### config.mk
export PLATFORM = sky130hd
export DESIGN_NAME = toggle_handshake_byte_link
export DESIGN_NICKNAME = d
export VERILOG_FILES = /design/src/sv/thbl_pkg.sv /design/src/sv/toggle_handshake_byte_link.sv /design/src/sv/thbl_step.sv /design/src/sv/thbl_out_reg.sv
export SDC_FILE = /design/constraint.sdc
export NUM_CORES = 1
export LEC_CHECK = 0
export ABC_AREA = 1
export BUFFER_PORTS_ARGS = -buffer_cell sky130_fd_sc_hd__buf_4
export CORE_MARGIN = 3
export CORE_UTILIZATION = 30
export CTS_CLUSTER_SIZE = 20
export DETAILED_ROUTE_END_ITERATION = 8
export GPL_TIMING_DRIVEN = 0
export MAX_ROUTING_LAYER = met4
export PLACE_DENSITY = 0.47
export REMOVE_ABC_BUFFERS = 1
export SYNTH_ARGS = -nofsm -noshare
export SYNTH_HDL_FRONTEND = slang
export SYNTH_SLANG_ARGS = --single-unit
export TNS_END_PERCENT = 5
### constraint.sdc
create_clock -name i_clk -period 3.25 [get_ports i_clk]
set_input_delay 0.975 -clock i_clk [delete_from_list [all_inputs] [get_ports i_clk]]
set_output_delay 0.975 -clock i_clk [all_outputs]
set_load 0.005 [all_outputs]
### src/sv/thbl_pkg.sv
// package for the toggle handshake byte link
// word types, phase codes and state record; no dependencies
`default_nettype none

package thbl_pkg;

    localparam logic       OP_TICK   = 1'b0;
    localparam logic       OP_START  = 1'b1;
    localparam logic [7:0] FIRST_BIT = 8'h80;

    typedef enum logic [2:0] {
        PH_UNSTARTED = 3'd0,
        PH_DONE_WR   = 3'd1,
        PH_RDY_RD    = 3'd2,
        PH_RDY_WR    = 3'd3,
        PH_READING   = 3'd4,
        PH_WRITING   = 3'd5
    } t_phase;

    typedef struct packed {
        logic       op;
        logic       in_level;
        logic       data_level;
        logic       tx_ready;
        logic [7:0] tx_byte;
    } t_in_word;

    typedef struct packed {
        logic       out_level;
        logic       data_drive;
        logic       data_value;
        logic       rx_valid;
        logic [7:0] rx_byte;
        logic       tx_taken;
    } t_out_word;

    typedef struct packed {
        t_phase     phase;
        logic       seen_in_level;
        logic       notify_level;
        logic       driving;
        logic       drive_value;
        logic [7:0] shift_byte;
        logic [7:0] bit_mask;
    } t_state;

    localparam t_state STATE_RESET = '{
        phase:         PH_UNSTARTED,
        seen_in_level: 1'b0,
        notify_level:  1'b0,
        driving:       1'b0,
        drive_value:   1'b0,
        shift_byte:    8'h00,
        bit_mask:      8'h00
    };

endpackage

`default_nettype wire

### src/sv/toggle_handshake_byte_link.sv
// toggle handshake byte link: the result word of an accepted input word is
// valid from the next clock edge on; throughput 1 word per cycle while the
// receiver takes results, set by the single-pass next-state logic and the
// result register; a waiting result is taken in the same cycle as a new word
// synchronous active-low reset puts the link unstarted with all lines released
// depends on thbl_pkg, thbl_step, thbl_out_reg
`default_nettype none

module toggle_handshake_byte_link (
    input  var logic                i_clk,
    input  var logic                i_rst_n,
    input  var logic                i_in_valid,
    output var logic                o_in_ready,
    input  var thbl_pkg::t_in_word  i_in_word,
    output var logic                o_out_valid,
    input  var logic                i_out_ready,
    output var thbl_pkg::t_out_word o_out_word
);

    thbl_pkg::t_state    r_state;
    thbl_pkg::t_state    n_state;
    thbl_pkg::t_out_word result;
    logic                free;
    logic                accept;

    assign o_in_ready = free;
    assign accept     = i_in_valid & free;

    thbl_step u_step (
        .i_state  (r_state),
        .i_word   (i_in_word),
        .o_next   (n_state),
        .o_result (result)
    );

    always_ff @(posedge i_clk) begin
        if (!i_rst_n) begin
            r_state <= thbl_pkg::STATE_RESET;
        end else if (accept) begin
            r_state <= n_state;
        end
    end

    thbl_out_reg u_out (
        .i_clk   (i_clk),
        .i_rst_n (i_rst_n),
        .i_load  (accept),
        .i_word  (result),
        .o_free  (free),
        .o_valid (o_out_valid),
        .i_ready (i_out_ready),
        .o_word  (o_out_word)
    );

    a_mask_onehot: assert property (@(posedge i_clk) disable iff (!i_rst_n)
        $onehot0(r_state.bit_mask))
        else $error("bit position not one-hot");

    a_idle_tick: assert property (@(posedge i_clk) disable iff (!i_rst_n)
        accept && i_in_word.op == thbl_pkg::OP_TICK
        && i_in_word.in_level == r_state.seen_in_level |=> $stable(r_state))
        else $error("state changed on tick without level change");

    a_taken_drive: assert property (@(posedge i_clk) disable iff (!i_rst_n)
        o_out_valid && o_out_word.tx_taken |->
        o_out_word.data_drive && o_out_word.data_value)
        else $error("byte taken without driving start bit");

    a_rx_listen: assert property (@(posedge i_clk) disable iff (!i_rst_n)
        o_out_valid && o_out_word.rx_valid |-> !o_out_word.data_drive)
        else $error("byte delivered while driving the data line");

endmodule

`default_nettype wire

### src/sv/thbl_step.sv
// next-state and result logic for one word of the byte link
// depends on thbl_pkg
`default_nettype none

module thbl_step (
    input  var thbl_pkg::t_state    i_state,
    input  var thbl_pkg::t_in_word  i_word,
    output var thbl_pkg::t_state    o_next,
    output var thbl_pkg::t_out_word o_result
);

    function automatic thbl_pkg::t_state choose_role(
        input thbl_pkg::t_state s,
        input logic             level
    );
        thbl_pkg::t_state r;
        r = s;
        if (level) begin
            r.driving = 1'b0;
            r.phase   = thbl_pkg::PH_RDY_RD;
        end else begin
            r.driving      = 1'b1;
            r.drive_value  = 1'b0;
            r.notify_level = 1'b1;
            r.phase        = thbl_pkg::PH_DONE_WR;
        end
        return r;
    endfunction

    thbl_pkg::t_state s;
    logic             rxv;
    logic [7:0]       rxb;
    logic             taken;
    logic [7:0]       shifted;

    assign shifted = i_state.bit_mask >> 1;

    always_comb begin
        s     = i_state;
        rxv   = 1'b0;
        rxb   = 8'h00;
        taken = 1'b0;
        if (i_word.op == thbl_pkg::OP_START) begin
            s = choose_role(i_state, i_word.in_level);
        end else if (i_word.in_level != i_state.seen_in_level) begin
            s.seen_in_level = i_word.in_level;
            case (i_state.phase)
                thbl_pkg::PH_UNSTARTED: begin
                    s = choose_role(s, i_word.in_level);
                end
                thbl_pkg::PH_DONE_WR: begin
                    s.driving = 1'b0;
                    s.phase   = thbl_pkg::PH_RDY_RD;
                end
                thbl_pkg::PH_RDY_RD: begin
                    if (i_word.data_level) begin
                        s.shift_byte = 8'h00;
                        s.bit_mask   = thbl_pkg::FIRST_BIT;
                        s.phase      = thbl_pkg::PH_READING;
                    end else begin
                        s.phase = thbl_pkg::PH_RDY_WR;
                    end
                end
                thbl_pkg::PH_RDY_WR: begin
                    s.driving = 1'b1;
                    if (i_word.tx_ready) begin
                        s.shift_byte  = i_word.tx_byte;
                        s.drive_value = 1'b1;
                        s.bit_mask    = thbl_pkg::FIRST_BIT;
                        taken         = 1'b1;
                        s.phase       = thbl_pkg::PH_WRITING;
                    end else begin
                        s.drive_value = 1'b0;
                        s.phase       = thbl_pkg::PH_DONE_WR;
                    end
                end
                thbl_pkg::PH_READING: begin
                    if (i_word.data_level) begin
                        s.shift_byte = i_state.shift_byte | i_state.bit_mask;
                    end
                    s.bit_mask = shifted;
                    if (shifted == 8'h00) begin
                        s.phase = thbl_pkg::PH_RDY_RD;
                        rxv     = 1'b1;
                        rxb     = s.shift_byte;
                    end
                end
                thbl_pkg::PH_WRITING: begin
                    s.drive_value = |(i_state.bit_mask & i_state.shift_byte);
                    s.bit_mask    = shifted;
                    if (shifted == 8'h00) begin
                        s.phase = thbl_pkg::PH_RDY_WR;
                    end
                end
                default: begin
                end
            endcase
            s.notify_level = ~s.notify_level;
        end
    end

    assign o_next              = s;
    assign o_result.out_level  = s.notify_level;
    assign o_result.data_drive = s.driving;
    assign o_result.data_value = s.driving & s.drive_value;
    assign o_result.rx_valid   = rxv;
    assign o_result.rx_byte    = rxb;
    assign o_result.tx_taken   = taken;

endmodule

`default_nettype wire

### src/sv/thbl_out_reg.sv
// result register with valid/ready handshake for the byte link
// depends on thbl_pkg
`default_nettype none

module thbl_out_reg (
    input  var logic                i_clk,
    input  var logic                i_rst_n,
    input  var logic                i_load,
    input  var thbl_pkg::t_out_word i_word,
    output var logic                o_free,
    output var logic                o_valid,
    input  var logic                i_ready,
    output var thbl_pkg::t_out_word o_word
);

    logic                r_valid;
    logic                n_valid;
    thbl_pkg::t_out_word r_word;

    assign o_free  = ~r_valid | i_ready;
    assign n_valid = i_load | (r_valid & ~i_ready);

    always_ff @(posedge i_clk) begin
        if (!i_rst_n) begin
            r_valid <= 1'b0;
        end else begin
            r_valid <= n_valid;
        end
    end

    always_ff @(posedge i_clk) begin
        if (i_load) begin
            r_word <= i_word;
        end
    end

    assign o_valid = r_valid;
    assign o_word  = r_word;

endmodule

`default_nettype wire

* Word level (Yosys, flattened, before mapping)
Cells that the tools add are included.
** Word-level totals
- Register bits :: 37
- Output and inout port bits :: 15
- Logic and storage cells :: 77
** Operators by class
- Equal/unequal tests :: 10
- Mux-type cells :: 23
- Bitwise gates (word level) :: 15
- Reductions and logical operators :: 15
** Operators with widths (count)
- $pmux 8 s3 :: 2
- $mux 23 :: 2
- $mux 16 :: 2
- $pmux 3 s6 :: 1
- $mux 3 :: 4
- $reduce_and 6->1 :: 2
- $and 8x8->8 :: 1
- $logic_not 8->1 :: 1
- $mux 8 :: 1
- $not 1->1 :: 8
- $or 8x8->8 :: 1
- $reduce_or 8->1 :: 1
- $reduce_bool 7->1 :: 1
- $eq 3x2->1 const B :: 2
- $eq 3x3->1 const B :: 2
- $mux 1 :: 6
- $mux 2 :: 3
- $ne 3x2->1 const B :: 2
- $pmux 1 s3 :: 2
- $reduce_bool 3->1 :: 2
- $reduce_or 3->1 :: 2
- $reduce_and 5->1 :: 1
- $ne 2x2->1 const B :: 2
- $reduce_or 4->1 :: 1
- other kinds (8) :: 11

* Logic depth before layout (Yosys ltp)
- Depth in word-level cells :: 8
- Gate-level depth with buffers :: 10
- Mapped depth without buffers :: 10

* Cells and area by module
A second synthesis with hierarchy kept.
** Unflattened totals
- Cells, all modules :: 361
- Area total of the unflattened synthesis :: 2412.3 µm²
** Modules (own cells, without submodules)
- thbl_step :: times used 1, cells an instance 195, area an instance 1016.0 µm², seq. area each 0.0 µm²
- toggle_handshake_byte_link :: times used 1, cells an instance 147, area an instance 959.7 µm², seq. area each 460.4 µm²
- thbl_out_reg :: times used 1, cells an instance 19, area an instance 436.7 µm², seq. area each 410.4 µm²

* Least setup slack after synthesis
No wires, ideal clock.
- Kind :: input-to-reg
- From :: in i_out_ready
- To :: reg r_state[13] (netlist name)
- Arrival :: 2.206 ns
- Data required time :: 3.186 ns
- Slack :: 0.980 ns
- Stages on the path :: 9
- Buffers on the path :: 1
- Path through :: inv_1 > nand2_1 > nand2_1 > clkinv_1 > nand2_2 > nor2_4 > buf_6 > and3_1 > nor2_1
** On the way
- Longest elaborated chain between the ends :: 3
** RTL lines
- start, declared :: line toggle_handshake_byte_link.sv:16 : input var logic i_out_ready,
- $or 1x1->1 :: line thbl_out_reg.sv:20 : assign o_free = ~r_valid | i_ready;
- named net o_in_ready :: line toggle_handshake_byte_link.sv:13 : output var logic o_in_ready,
- $and 1x1->1 :: line toggle_handshake_byte_link.sv:27 : assign accept = i_in_valid & free;
- named net accept :: line toggle_handshake_byte_link.sv:24 : logic accept;
- $reduce_and 6->1 (no line)
- end signal, assigned :: line toggle_handshake_byte_link.sv:38 : r_state <= thbl_pkg::STATE_RESET;
- end signal, assigned :: line toggle_handshake_byte_link.sv:40 : r_state <= n_state;
- end, declared :: line toggle_handshake_byte_link.sv:20 : thbl_pkg::t_state r_state;
The timed path passes the listed nets, and every way through them passes these cells.
A chain may end at the register's enable or synchronous reset.

* Final worst setup path
- From :: in i_out_ready
- To :: reg r_state[10] (netlist name)
** On the way
- Longest elaborated chain between the ends :: 3
** RTL lines (line)
- $or 1x1->1 :: thbl_out_reg.sv:20
- $and 1x1->1 :: toggle_handshake_byte_link.sv:27
- named net accept :: toggle_handshake_byte_link.sv:24
- $reduce_and 6->1 (no line)
The timed path passes the listed nets, and every way through them passes these cells.

==> results_dict.tcl <==
set metrics [dict create \
    row_count 29 \
    via_count 1816 \
    cts-resized-gates 0 \
    use_met1_pct 20.5 \
    cp.arrival_ns 2.65 \
    powerDensity_mw_per_mm2 426 \
    core-area_sq_mm 0.00639 \
    firstDrtPassIters 4 \
    top_usage_layer "met1" \
    r2r_cells 9 \
    clk_pin_slew_ns 0.07 \
    met2_usage_pct 19.9 \
    routedWlPerCell_um 12.4 \
    drc 0 \
    place_hpwl_mm 3.63 \
    yosysTopAreaCell "dfxtp_1" \
    area_growth_pct 19.5 \
    post_cts_buffers 0 \
    drtIter0Drc 138 \
    track_usage_pct 14.3 \
    peakVddDrop_uv 145 \
    path_cells "buf_4 > inv_1 > nand2_1 > nand2_1 > clkinv_1 > nand2_2 > nor2_4 > nand2_2 > nand2_1 > nand2_1 > nor2_1" \
    synth_seq_cells 37 \
    path_depth 11 \
    io_pins 31 \
    post-synth-top-count-cell "nand2_1" \
    fin_crit_ns 2.46 \
    insertion_delay_ns 0.29 \
    ys_top_cells_by_count "81 x nand2_1, 42 x nor2_1, 41 x inv_1, 24 x dfxtp_1, 20 x nand3_1" \
    clock_path_buffers 2 \
    path_buf_inv 3 \
    cp_data_required_time_ns 3.44 \
    max_cap_violations 0 \
    cts_inserted_buffers 5 \
    period_share_pct 75.6 \
    rrSetupSlack_ns 1.28 \
    slew_violations 0 \
    synth_top_cells_by_area "dfxtp_1 24%, edfxtp_1 20%, nand2_1 15%, nor2_1 7.9%, inv_1 7.7%" \
    async_flop_share_pct 0 \
    hold_path.class "reg2reg" \
    ys_warn_count 0 \
    syn_inst 290 \
    layout-drive-gt1-share_pct 16.4 \
    timing.rr.end "r_state[10]$_SDFFE_PN0P_" \
    startpoint "i_out_ready" \
    fillers 688 \
    synth_top_cell_area_share_pct 24.0 \
    cp-end-kind "flop" \
    tightest_slew_ns 0.657 \
    yosysSeqAreaShare_pct 43.6 \
    worst-setup-path-type "in2reg" \
    grt_util_met3_pct 2.63 \
    hold_viol 0 \
    nets 339 \
    status "finished, final reports clean" \
    grt_pass1_vias 1665 \
    setup_viol 0 \
    p_leak_nw 1.11 \
    start_util_pct 31.3 \
    slowest_stage "clkinv_1" \
    cpMostUsedCell "nand2_1" \
    cts-root-buf "clkbuf_8" \
    stdcell_count 401 \
    avgSynthCellArea_sq_um 6.89 \
    antenna_found_initial 0 \
    tns_ns 0 \
    ant_nets 0 \
    endpoint "r_state[10]$_SDFFE_PN0P_" \
    slew_headroom_pct 55.9 \
    synth_top_flop_cell "dfxtp_1" \
    syn_area_sq_mm 0.00200 \
    max_stage_delay_ns 0.53 \
    dieArea_sq_mm 0.00768 \
    gp_congestion 0.798 \
    cp_max_fo 20 \
    cts_tree "built" \
    synth_cell_type_count 22 \
    hold_buffers 0 \
    grt_pass1_wl_mm 8.29 \
    die-width_um 87.6 \
    vias_per_cell 4.53 \
    htreeDepth 2 \
    io_buffers 30 \
    numPlacedInstances 393 \
    r2r_start "u_out.o_valid$_SDFF_PN0_" \
    worstSetupStartpointType "input port" \
    routed_wl_mm 4.97 \
    die_y_um 87.6 \
    grt_max_degree 21 \
    overflow 0 \
    antenna_cells 0 \
    fmax_mhz 407 \
    rsz0062_at_grt "no" \
    crit_family "simple AND/OR/NAND/NOR gates" \
    synth_edf_count 13 \
    clock_skew_ns 0.00391 \
    cts_sinks 37 \
]
[layer usage]
metal,up-vias,wire (um)
li1,984,-
met1,791,2580
met2,35,2140
met3,6,160
met4,0,78
met5,-,0
[layout by cell type, fill, tap and decap left out]
master / Yosys / routed
and3_1: 8 / 8
nand2_1: 81 / 81
o21ai_0: 12 / 12
a21oi_1: 18 / 18
dfxtp_1: 24 / 24
nand4_1: 1 / 1
nand2_2: 6 / 6
nor2_2: 1 / 1
clkbuf_8: 0 / 6
inv_2: 4 / 4
nor2_1: 42 / 42
edfxtp_1: 13 / 13
nand3_1: 20 / 20
nor3_1: 1 / 1
a22oi_1: 8 / 8
clkinv_2: 0 / 1
inv_1: 41 / 41
clkinv_1: 1 / 2
nor2_4: 4 / 4
nand3_2: 1 / 1
buf_4: 0 / 30
[per-stage QoR]
stage / hold WS (ns) / total power, mW / setup WS, ns / utilization [%] / area [sq um]
floorplan: 0.443 / 0.625 / 0.997 / - / 1980
global placement: 0.473 / 0.691 / 0.493 / 36.0 / 2300
detailed placement: 0.479 / 0.689 / 0.506 / 36.0 / 2300
CTS: 0.491 / 1.02 / 0.809 / 37.4 / 2390
global route: 0.507 / 1.08 / 0.548 / 37.4 / 2390
finish: 0.481 / 1.02 / 0.794 / 37.4 / 2390
[cell families (layout without fill, tap and decap cells)]
logic type | count (synthesis) | in the layout | synth area share (%)
and+or+nand+nor | 165 | 165 | 36.1
buffers and inverters | 50 | 84 | 9.82
AOI/OAI and AO/OA | 38 | 38 | 10.5
DFF | 37 | 37 | 43.6
[final cells by class]
class / count / area (sq um) / share of cell area (%)
Tap cell: 77 / 96.3 / 4.03
Clock inverter: 2 / 8.76 / 0.367
Inverter: 46 / 173 / 7.23
Clock buffer: 6 / 82.6 / 3.46
Sequential cell: 37 / 871 / 36.5
Timing Repair Buffer: 30 / 225 / 9.43
Multi-Input combinational cell: 203 / 932 / 39.0
[report_power, final]
part | switching, mW | internal (mW)
Sequential | 0.0140 | 0.500
Clock | 0.170 | 0.168
Combinational | 0.105 | 0.0600
[worst min-delay path by stage]
stage	to	startpoint	cells past startpoint
after floorplan	r_state[19]$_SDFFE_PN0P_	r_state[19]$_SDFFE_PN0P_	2
after global placement	r_state[19]$_SDFFE_PN0P_	r_state[19]$_SDFFE_PN0P_	2
after detailed placement	r_state[19]$_SDFFE_PN0P_	r_state[19]$_SDFFE_PN0P_	2
after CTS	r_state[3]$_SDFFE_PN0P_	r_state[3]$_SDFFE_PN0P_	2
after global routing	r_state[0]$_SDFFE_PN0P_	r_state[0]$_SDFFE_PN0P_	2
final	r_state[3]$_SDFFE_PN0P_	r_state[3]$_SDFFE_PN0P_	2
[tightest hold or removal path, delay by kind of cell, from the launching register on]
| kind | cells | cell delay (ns) |
|---|---|---|
| AOI/OAI and AO/OA | 1 | 0.05 |
| DFF | 1 | 0.32 |
| and+or+nand+nor | 1 | 0.06 |
[state kept, by name, indices dropped and copies added, names as in the netlist]
name and cells:
r_state 23, u_out.o_word 13, u_out.o_valid 1
No activity file was read; power rests on OpenSTA's default activity.
